$ cat src/efws_pkg.sv
// Shared types and constants of the earliest-free-worker scheduler.
// No dependencies; imported by efws_alu, efws_seq, the top level and the checker.
package efws_pkg;

    localparam int TIME_W   = 48;
    localparam int DUR_W    = 32;
    localparam int WORKER_W = 4;
    localparam int NW_W     = 5;

    localparam logic [NW_W-1:0]   NW_RESET = 5'd16;
    localparam logic [TIME_W-1:0] TIME_MAX = {TIME_W{1'b1}};

    // Sequencer states.
    typedef enum logic [1:0] {
        ST_CLEAR,
        ST_IDLE,
        ST_SCAN,
        ST_WRITE
    } t_state;

    // Controls from the sequencer to the compare/add unit.
    typedef struct packed {
        logic load_dur;
        logic cmp_en;
        logic first;
    } t_alu_ctrl;

    // Controls from the sequencer to the memory and result register.
    typedef struct packed {
        logic clear;
        logic wr_en;
        logic done;
    } t_seq_ctrl;

endpackage

$ cat src/efws_ram.sv
// Generic single-write, single-read RAM with a registered read port.
// No dependencies.
module efws_ram #(
    parameter int WIDTH = 48,
    parameter int DEPTH = 16,
    parameter int AW    = (DEPTH > 1) ? $clog2(DEPTH) : 1
) (
    input  logic             i_clk,
    input  logic             i_wr_en,
    input  logic [AW-1:0]    i_wr_addr,
    input  logic [WIDTH-1:0] i_wr_data,
    input  logic [AW-1:0]    i_rd_addr,
    output logic [WIDTH-1:0] o_rd_data
);

    logic [WIDTH-1:0] r_mem [DEPTH];
    logic [WIDTH-1:0] r_rd_data;

    // Write port and registered read port.
    always_ff @(posedge i_clk) begin
        if (i_wr_en) begin
            r_mem[i_wr_addr] <= i_wr_data;
        end
        r_rd_data <= r_mem[i_rd_addr];
    end

    assign o_rd_data = r_rd_data;

endmodule

$ cat src/efws_alu.sv
// Shared compare and saturating-add unit of the scheduler.
// Depends on efws_pkg.
module efws_alu
    import efws_pkg::*;
(
    input  logic              i_clk,
    input  t_alu_ctrl         i_ctrl,
    input  logic [TIME_W-1:0] i_rd_data,
    input  logic [DUR_W-1:0]  i_duration,
    output logic              o_take,
    output logic [TIME_W-1:0] o_start,
    output logic [TIME_W-1:0] o_new_time,
    output logic              o_sat
);

    logic [TIME_W-1:0] r_best_time;
    logic [DUR_W-1:0]  r_dur;
    logic              less;
    logic [TIME_W:0]   sum;

    // One comparator decides whether the arriving free time is the new minimum.
    assign less   = i_rd_data < r_best_time;
    assign o_take = i_ctrl.cmp_en && (i_ctrl.first || less);

    always_ff @(posedge i_clk) begin
        if (o_take) begin
            r_best_time <= i_rd_data;
        end
        if (i_ctrl.load_dur) begin
            r_dur <= i_duration;
        end
    end

    // Saturating add of the job duration onto the chosen free time.
    assign sum        = {1'b0, r_best_time} + {{(TIME_W + 1 - DUR_W){1'b0}}, r_dur};
    assign o_sat      = sum[TIME_W];
    assign o_new_time = o_sat ? TIME_MAX : sum[TIME_W-1:0];
    assign o_start    = r_best_time;

endmodule

$ cat src/efws_seq.sv
// Sequencer of the scheduler: clearing sweep, minimum scan and write-back.
// Depends on efws_pkg.
module efws_seq
    import efws_pkg::*;
#(
    parameter int NUM_WORKERS = 16,
    parameter int IW          = (NUM_WORKERS > 1) ? $clog2(NUM_WORKERS) : 1
) (
    input  logic            i_clk,
    input  logic            i_rst_n,
    input  logic            i_in_valid,
    input  logic [NW_W-1:0] i_num_workers,
    input  logic            i_out_busy,
    input  logic            i_take,
    output logic            o_in_stall,
    output t_alu_ctrl       o_alu_ctrl,
    output t_seq_ctrl       o_seq_ctrl,
    output logic [IW-1:0]   o_rd_addr,
    output logic [IW-1:0]   o_wr_addr,
    output logic [IW-1:0]   o_best_idx
);

    localparam int            CW         = $clog2(NUM_WORKERS + 1);
    localparam logic [IW-1:0] LAST_ENTRY = IW'(NUM_WORKERS - 1);

    t_state        r_state, n_state;
    logic [IW-1:0] r_clr_idx, n_clr_idx;
    logic [IW-1:0] r_rd_idx, n_rd_idx;
    logic [IW-1:0] r_cmp_idx, n_cmp_idx;
    logic [IW-1:0] r_last, n_last;
    logic [IW-1:0] r_best_idx;
    logic [CW-1:0] act_cnt;
    logic [CW-1:0] act_m1;

    // Active worker count: zero acts as one, and the count is capped at the pool size.
    always_comb begin
        if (i_num_workers == '0) begin
            act_cnt = CW'(1);
        end else if (int'(i_num_workers) > NUM_WORKERS) begin
            act_cnt = CW'(NUM_WORKERS);
        end else begin
            act_cnt = CW'(i_num_workers);
        end
        act_m1 = act_cnt - CW'(1);
    end

    // State and counter registers.
    always_ff @(posedge i_clk) begin
        if (!i_rst_n) begin
            r_state   <= ST_CLEAR;
            r_clr_idx <= '0;
            r_rd_idx  <= '0;
            r_cmp_idx <= '0;
            r_last    <= '0;
        end else begin
            r_state   <= n_state;
            r_clr_idx <= n_clr_idx;
            r_rd_idx  <= n_rd_idx;
            r_cmp_idx <= n_cmp_idx;
            r_last    <= n_last;
        end
    end

    // The index of the current minimum follows the comparator.
    always_ff @(posedge i_clk) begin
        if (i_take) begin
            r_best_idx <= r_cmp_idx;
        end
    end

    // Next state and control outputs.
    always_comb begin
        n_state    = r_state;
        n_clr_idx  = r_clr_idx;
        n_rd_idx   = r_rd_idx;
        n_cmp_idx  = r_cmp_idx;
        n_last     = r_last;
        o_in_stall = 1'b1;
        o_alu_ctrl = '0;
        o_seq_ctrl = '0;
        o_rd_addr  = r_rd_idx;
        o_wr_addr  = r_best_idx;
        case (r_state)
            ST_CLEAR: begin
                o_seq_ctrl.clear = 1'b1;
                o_seq_ctrl.wr_en = 1'b1;
                o_wr_addr        = r_clr_idx;
                if (r_clr_idx == LAST_ENTRY) begin
                    n_state = ST_IDLE;
                end else begin
                    n_clr_idx = r_clr_idx + IW'(1);
                end
            end
            ST_IDLE: begin
                o_in_stall = 1'b0;
                o_rd_addr  = '0;
                if (i_in_valid) begin
                    o_alu_ctrl.load_dur = 1'b1;
                    n_last    = IW'(act_m1);
                    n_cmp_idx = '0;
                    n_rd_idx  = (act_m1 == '0) ? '0 : IW'(1);
                    n_state   = ST_SCAN;
                end
            end
            ST_SCAN: begin
                // Data for r_cmp_idx arrives while the next read is issued.
                o_alu_ctrl.cmp_en = 1'b1;
                o_alu_ctrl.first  = (r_cmp_idx == '0);
                if (r_cmp_idx == r_last) begin
                    n_state = ST_WRITE;
                end else begin
                    n_cmp_idx = r_cmp_idx + IW'(1);
                    if (r_rd_idx != r_last) begin
                        n_rd_idx = r_rd_idx + IW'(1);
                    end
                end
            end
            ST_WRITE: begin
                // Wait for room in the result register, then write back.
                if (!i_out_busy) begin
                    o_seq_ctrl.wr_en = 1'b1;
                    o_seq_ctrl.done  = 1'b1;
                    n_state          = ST_IDLE;
                end
            end
            default: begin
                n_state = ST_IDLE;
            end
        endcase
    end

    assign o_best_idx = r_best_idx;

endmodule

$ cat src/earliest_free_worker_scheduler_core.sv
// Top level of the earliest-free-worker scheduler.
// Depends on efws_pkg, efws_ram, efws_alu and efws_seq.
//
// Each input transfer carries one job duration. The block scans the free
// times of the first num_workers workers, picks the earliest (lowest index
// on a tie), returns that worker and the job's start time, and adds the
// duration to the worker's free time, clipping at 2^48-1 with o_saturated.
// Both channels use valid/stall. The configuration register num_workers is
// written by i_cfg_we/i_cfg_data; the user must write it only while the
// block is idle, which the block itself does not enforce. An item passes
// through an accept state, a scan of the active entries through the single
// read port of the free-time memory and the shared comparator, and a
// write-back state; no new item is taken until write-back is done.
// After reset a clearing sweep writes zero to all NUM_WORKERS entries, one
// per cycle, with o_in_stall high; num_workers resets to 16.
// The result sits in an output register; a stall from the receiver holds it,
// and a finished item then waits in write-back until the register frees.
module earliest_free_worker_scheduler_core
    import efws_pkg::*;
#(
    parameter int NUM_WORKERS = 16
) (
    input  logic                i_clk,
    input  logic                i_rst_n,
    input  logic                i_in_valid,
    output logic                o_in_stall,
    input  logic [DUR_W-1:0]    i_duration,
    output logic                o_out_valid,
    input  logic                i_out_stall,
    output logic [WORKER_W-1:0] o_worker,
    output logic [TIME_W-1:0]   o_start_time,
    output logic                o_saturated,
    input  logic                i_cfg_we,
    input  logic [NW_W-1:0]     i_cfg_data
);

    localparam int IW = (NUM_WORKERS > 1) ? $clog2(NUM_WORKERS) : 1;

    logic [NW_W-1:0]     r_num_workers;
    logic                r_out_valid;
    logic [WORKER_W-1:0] r_worker;
    logic [TIME_W-1:0]   r_start;
    logic                r_sat;

    t_alu_ctrl         alu_ctrl;
    t_seq_ctrl         seq_ctrl;
    logic [IW-1:0]     rd_addr;
    logic [IW-1:0]     wr_addr;
    logic [IW-1:0]     best_idx;
    logic [TIME_W-1:0] rd_data;
    logic [TIME_W-1:0] wr_data;
    logic [TIME_W-1:0] new_time;
    logic [TIME_W-1:0] start;
    logic              sat;
    logic              take;
    logic              out_busy;

    // Configuration register.
    always_ff @(posedge i_clk) begin
        if (!i_rst_n) begin
            r_num_workers <= NW_RESET;
        end else if (i_cfg_we) begin
            r_num_workers <= i_cfg_data;
        end
    end

    assign out_busy = r_out_valid && i_out_stall;

    efws_seq #(
        .NUM_WORKERS (NUM_WORKERS)
    ) u_seq (
        .i_clk         (i_clk),
        .i_rst_n       (i_rst_n),
        .i_in_valid    (i_in_valid),
        .i_num_workers (r_num_workers),
        .i_out_busy    (out_busy),
        .i_take        (take),
        .o_in_stall    (o_in_stall),
        .o_alu_ctrl    (alu_ctrl),
        .o_seq_ctrl    (seq_ctrl),
        .o_rd_addr     (rd_addr),
        .o_wr_addr     (wr_addr),
        .o_best_idx    (best_idx)
    );

    efws_alu u_alu (
        .i_clk      (i_clk),
        .i_ctrl     (alu_ctrl),
        .i_rd_data  (rd_data),
        .i_duration (i_duration),
        .o_take     (take),
        .o_start    (start),
        .o_new_time (new_time),
        .o_sat      (sat)
    );

    // The clearing sweep writes zero; write-back stores the updated free time.
    assign wr_data = seq_ctrl.clear ? '0 : new_time;

    efws_ram #(
        .WIDTH (TIME_W),
        .DEPTH (NUM_WORKERS)
    ) u_free_ram (
        .i_clk     (i_clk),
        .i_wr_en   (seq_ctrl.wr_en),
        .i_wr_addr (wr_addr),
        .i_wr_data (wr_data),
        .i_rd_addr (rd_addr),
        .o_rd_data (rd_data)
    );

    // Output register: loaded at write-back, cleared once its transfer completes.
    always_ff @(posedge i_clk) begin
        if (!i_rst_n) begin
            r_out_valid <= 1'b0;
        end else if (seq_ctrl.done) begin
            r_out_valid <= 1'b1;
        end else if (!i_out_stall) begin
            r_out_valid <= 1'b0;
        end
    end

    always_ff @(posedge i_clk) begin
        if (seq_ctrl.done) begin
            r_worker <= WORKER_W'(best_idx);
            r_start  <= start;
            r_sat    <= sat;
        end
    end

    assign o_out_valid  = r_out_valid;
    assign o_worker     = r_worker;
    assign o_start_time = r_start;
    assign o_saturated  = r_sat;

endmodule

$ cat config.mk
export PLATFORM = sky130hd
export DESIGN_NAME = earliest_free_worker_scheduler_core
export DESIGN_NICKNAME = d
export VERILOG_FILES = /design/src/efws_pkg.sv /design/src/efws_ram.sv /design/src/efws_alu.sv /design/src/efws_seq.sv /design/src/earliest_free_worker_scheduler_core.sv
export SDC_FILE = /design/constraint.sdc
export NUM_CORES = 1
export LEC_CHECK = 0
export ABC_CLOCK_PERIOD_IN_PS = 23400
export BUFFER_PORTS_ARGS = -buffer_cell sky130_fd_sc_hd__buf_2
export CORE_ASPECT_RATIO = 0.75
export CORE_MARGIN = 10
export CORE_UTILIZATION = 40
export DETAILED_ROUTE_END_ITERATION = 8
export GPL_TIMING_DRIVEN = 0
export PLACE_DENSITY = 0.67
export SLEW_MARGIN = 40
export SYNTH_ARGS = -nofsm -noshare
export SYNTH_HDL_FRONTEND = slang
export SYNTH_HIERARCHICAL = 1
export SYNTH_SLANG_ARGS = --single-unit
$ cat constraint.sdc
create_clock -name i_clk -period 23.4 [get_ports i_clk]
set_clock_uncertainty 0.15 [all_clocks]
set_input_delay 4.68 -clock i_clk [delete_from_list [all_inputs] [get_ports i_clk]]
set_output_delay 4.68 -clock i_clk [all_outputs]
set_load 0.05 [all_outputs]
# Word level (Yosys, flattened, before mapping)
# Memory sizes are Yosys's and may differ from the RTL's. A register that Yosys moved wholly into a read port is not among the register bits.
# Cells that the tools add are included.
[classes] muxes=31 n_addsub=5 bitwise_logic=1 order_cmp=2 mul=0 n_shift=0 n_reduce_logical=13 div_mod_pow=0 eq_ne=13
[ops] operator="48-bit two-way mux" count=2
[ops] operator="48-bit by 32-bit adder with 49-bit output" count=1
[ops] operator="48-bit less-than comparator" count=1
[ops] operator="4-bit two-way mux" count=7
[ops] operator="4-bit one-hot mux with 2 select lines" count=2
[ops] operator="4-bit by 1-bit adder with 4-bit output (second input constant)" count=3
[ops] operator="2-bit two-way mux" count=6
[ops] operator="5-bit zero test" count=2
[ops] operator="1-bit two-way mux" count=10
[ops] operator="5-bit two-way mux" count=2
[ops] operator="2-bit by 1-bit != test with 1-bit output (second input constant)" count=4
[ops] operator="2-bit one-hot mux with 4 select lines" count=1
[ops] operator="4-bit AND reduction" count=2
[ops] operator="2-bit != test (second input constant)" count=3
[ops] operator="5-bit greater-than comparator (second input constant)" count=1
[ops] operator="5-bit by 1-bit subtractor with 5-bit output (second input constant)" count=1
[ops] operator="2-bit == test (second input constant)" count=2
[ops] operator="4-bit == test" count=1
[ops] operator="4-bit == test (second input constant)" count=1
[ops] operator="4-bit zero test" count=1
[ops] operator="4-bit != test" count=1
[ops] operator="2-bit AND reduction" count=2
[ops] operator="3-bit AND reduction" count=1
[ops] operator="2-bit by 1-bit == test with 1-bit output (second input constant)" count=1
[ops] operator="6 further kinds" count=7
[word_totals] output_inout_bits=55 word_cells=79 register_bits=161 romBits=0 ramBits=768 mem_count=1 latch_bits=0 inputBits=42
[mem_list] name="u_free_ram.r_mem" words=16 width=48 read_ports=1 rd_clocked_by_memory_dff=1 wr=1 line="efws_ram.sv:16" text="logic [WIDTH-1:0] r_mem [DEPTH];"

# Depth between registers and ports, before layout
[depth] word_depth=8 ltp_mapped=12 mapped_depth_nobuf=10

# Modules after synthesis
# The synthesis kept the hierarchy.
[modules_own_cells] module="efws_ram" cells_per_inst=1242 n_inst=1 area_per_inst_um2=29691.0 seq_area_each_um2=24023.0
[modules_own_cells] module="efws_alu" cells_per_inst=640 n_inst=1 area_per_inst_um2=6178.4 seq_area_each_um2=2402.3
[modules_own_cells] module="earliest_free_worker_scheduler_core" cells_per_inst=125 n_inst=1 area_per_inst_um2=2155.8 seq_area_each_um2=1711.6
[modules_own_cells] module="efws_seq" cells_per_inst=160 n_inst=1 area_per_inst_um2=1425.1 seq_area_each_um2=480.5

# Worst setup path after synthesis
# No wires, ideal clock.
[synth_path] path_kind="input-to-reg" startpoint="input port i_out_stall" endpoint="memory u_free_ram.r_mem[0][0] (enable)" required_ns=22.737 path_slack_ns=11.339 cell_stages=6 setup_time_ns=0.513 path_buffers=0 t_arrival_ns=11.398 path_cell_list="and2_1 nor2b_1 nor2_1 nor2_1 or3b_2 nor3_1"
[synth_lines] item="from (decl)" line="earliest_free_worker_scheduler_core.sv:29" text="input logic i_out_stall,"
[synth_lines] item="to (decl)" line="efws_ram.sv:16"

==> metrics.txt <==
share of cells above drive strength 1 26.6%; Gate power share between 10% and 20%; most used cell along the critical path buf_2; cell leakage power 16.2 nW; HPWL after detailed placement 72900 um; crit share post-route 32.9%; Sequential cell area 28600 um2; Pint 3.27 mW; area grow syn2layout 17.5%; GR Layer Usage met2 28.2%; Crit. path cell count 11; Primary FF master, synth edfxtp_1; GPL Wtd Cong 0.872; H-tree levels 3; Final Setup Violations 0; DR vias 22100; Worst VDD drop 0.0000526 V; TritonCTS Buffers 96; met1 usage roughly 26%; largest net degree at the start of global routing 27; Syn Nets 2300; total I/O pin count 97; Slowest cell on crit path or3b_2; Yosys cell types approximately 70; post-synthesis cell count about 2200; post-DR wirelength/cell 26.8 um; # DRC 0; Die Width 383 um; # hold bufs at CTS 0; buffer and inverter count on the worst path 5; row cnt between 90 and 100; worst slew pin tran between 800 and 900 ps; Die Y 292 um; type of the worst setup path input pin to register; gr usage total 18.2%; WL final roughly 100000 um; relative slew slack 40.6%; Multi-input gate area 10300 um2; initial antenna violation count 1; CTS root buf clkbuf_16; FF-to-FF path depth 14; Sw Pwr 1.07 mW; timing endpoint of the critical path u_free_ram/r_mem[0][43]; # diodes 0; switching share of power 24.7%; Flop pwr share 51.1%; met3 Use GR between 4 and 5%; Initial Utilization 40.4%; vias in the first global route 22100; Final Hold Viols 0; YS warnings 6; Filler cells 8140; CTS Buffer Depth 3; first-pass GRT wire length about 150000 um; FF-to-FF Start u_alu/o_start[29]; Peak Freq 130 MHz; post-CTS sizing 0; unrepaired setup endpoints after global routing false; initial DRC count 2971; CORE AREA ~100000 um2; sequential share of the synthesized area 72.5%; Crit path max-delay family simple AND/OR/NAND/NOR gates; reg2reg end u_seq/o_best_idx[0]; die area around 110000 um2; Post-synth EDFFs slightly above 900; delay of the slowest critical-path stage 600 ps; busiest grt layer met2; Clock transition at path regs 60 ps; Async S/R FF share, synth 0%; Setup Fix Bufs, Post-CTS 0; pwr/cell area approximately 94 nW/um2; CP startpoint i_out_stall; Sink Count roughly 980; Slew Limit Fails 0; crit path DAT 7920 ps; clock share of power 35.1%; Final #Nets ~2600; grt ovf 0; Syn Area/Cell 18.2 um2; CP Capture Type register; input/output buffers 95; post-route ant nets 0; CP max FO 17; Util after Layout between 40% and 50%; CP startpoint kind input pin; Synth Cell Area 39500 um2; Seq cells post-synth 977; post-DR vias/cell 5.74; CTS tree yes; max_cap viols 0; reg-to-reg setup timing slack around 19000 ps; Worst Hold Class register to register; Period minus WS final 7700 ps; TNS Setup 0 ps; drt pass-1 iters 6; Required @ worst endpoint about 24000 ps; outcome completed; critical path, cell by cell buf_2, and2_1, nor2b_4, buf_16, nor2_1, nor2_1, or3b_2, nor3_2, buf_2, buf_2, buf_4; worst skew pair latency 680 ps
logic make-up (layout without fill, tap and decap cells):
| logic type | Yosys count | in the layout | synth area share (%) |
|---|---|---|---|
| DFF | 977 | 977 | 72.5 |
| and+or+nand+nor | 388 | 388 | 4.99 |
| AOI/OAI and AO/OA | 300 | 300 | 5.23 |
| muxes | 220 | 220 | 11.7 |
| buffers and inverters | 159 | 536 | 1.93 |
| adders and majority gates | 91 | 91 | 2.91 |
| xor gates and xnor gates | 32 | 32 | 0.710 |
registers in the layout (all words and copies together) (netlist names), 5 cells and up:
| signal | count |
|---|---|
| u_free_ram/r_mem | 768 |
| u_alu/o_start | 48 |
| o_start_time | 48 |
| u_alu/r_dur | 32 |
| u_free_ram/o_rd_data | 48 |
| r_num_workers | 5 |
cell usage after synthesis, types with 33 or more instances:
master    instances  area, um2
nand2_1         126        473
nor2b_1          66        413
dfxtp_1          72       1440
clkbuf_1         33        124
nor2_1           54        203
a22oi_1          96        721
edfxtp_1        905      27200
a21oi_1          63        315
inv_1            66        248
o21ai_0          38        190
mux4_2          192       4320
ha_1             90       1130
layout make-up:
| cell class | instances | share of cell area [%] |
|---|---|---|
| sequential | 977 | 61.8 |
| multi-input combinational | 1031 | 22.3 |
| clock buffer | 111 | 5.44 |
| timing repair buffer | 199 | 4.03 |
| tap | 1313 | 3.55 |
| clock inverter | 67 | 1.23 |
| buffer | 93 | 1.16 |
| inverter | 66 | 0.535 |
through the flow:
step / instance area, um2 / setup slack, ps / power [mW] / cells / hold slack (ps)
after floorplan: 39500 / 11340 / 2.59 / 2167 / 250
after global placement: 41600 / 4670 / 2.77 / 3575 / 259
after detailed placement: 43100 / 15100 / 2.84 / 3679 / 266
after CTS: 46200 / 15780 / 4.37 / 3857 / 276
after global routing: 46300 / 15700 / 4.50 / 3857 / 288
final: 46300 / 15700 / 4.35 / 3857 / 275
power by group through the flow:
stage | logic, mW | registers, mW | clock network (mW)
floorplan | 0.345 | 2.24 | 0
global placement | 0.497 | 2.28 | 0
detailed placement | 0.587 | 2.26 | 0
CTS | 0.591 | 2.22 | 1.55
global route | 0.640 | 2.24 | 1.62
finish | 0.597 | 2.22 | 1.53
metal layers:
metal | wire (um) | share of wire [%]
met4 | 1580 | 1.5
met2 | 47600 | 46
met5 | 0 | 0
met1 | 43000 | 42
met3 | 11200 | 11
worst min path at each step:
stage / cells past startpoint / slack (ps) / startpoint / endpoint
floorplan: 0 / 250 / u_free_ram/o_rd_data[0] / u_alu/o_start[0]
global placement: 0 / 260 / u_free_ram/o_rd_data[0] / u_alu/o_start[0]
detailed placement: 0 / 270 / u_free_ram/o_rd_data[0] / u_alu/o_start[0]
CTS: 0 / 280 / u_free_ram/o_rd_data[0] / u_alu/o_start[0]
global route: 0 / 290 / u_free_ram/o_rd_data[0] / u_alu/o_start[0]
finish: 0 / 280 / u_free_ram/o_rd_data[0] / u_alu/o_start[0]
worst register-to-register path: stages (launching register included):
cell,delay [ps]
edfxtp_1,490
inv_1,90
ha_1,310
a21o_1,160
a21o_1,160
a21oi_1,410
o21ai_2,310
a2111oi_2,650
o21ai_0,190
o211ai_1,270
buf_2,270
buf_2,230
buf_4,220
buf_2,230
buf_2,220
cell usage in the layout, fill, tap and decap left out, types with 48 or more instances in the layout:
master       n
a21oi_1     63
a22oi_1     96
buf_2      141
clkbuf_16   99
dfxtp_1     72
edfxtp_1   905
ha_1        90
inv_1       66
mux4_2     192
nand2_1    126
nor2b_2     48
Power figures use the tool's default switching activity.
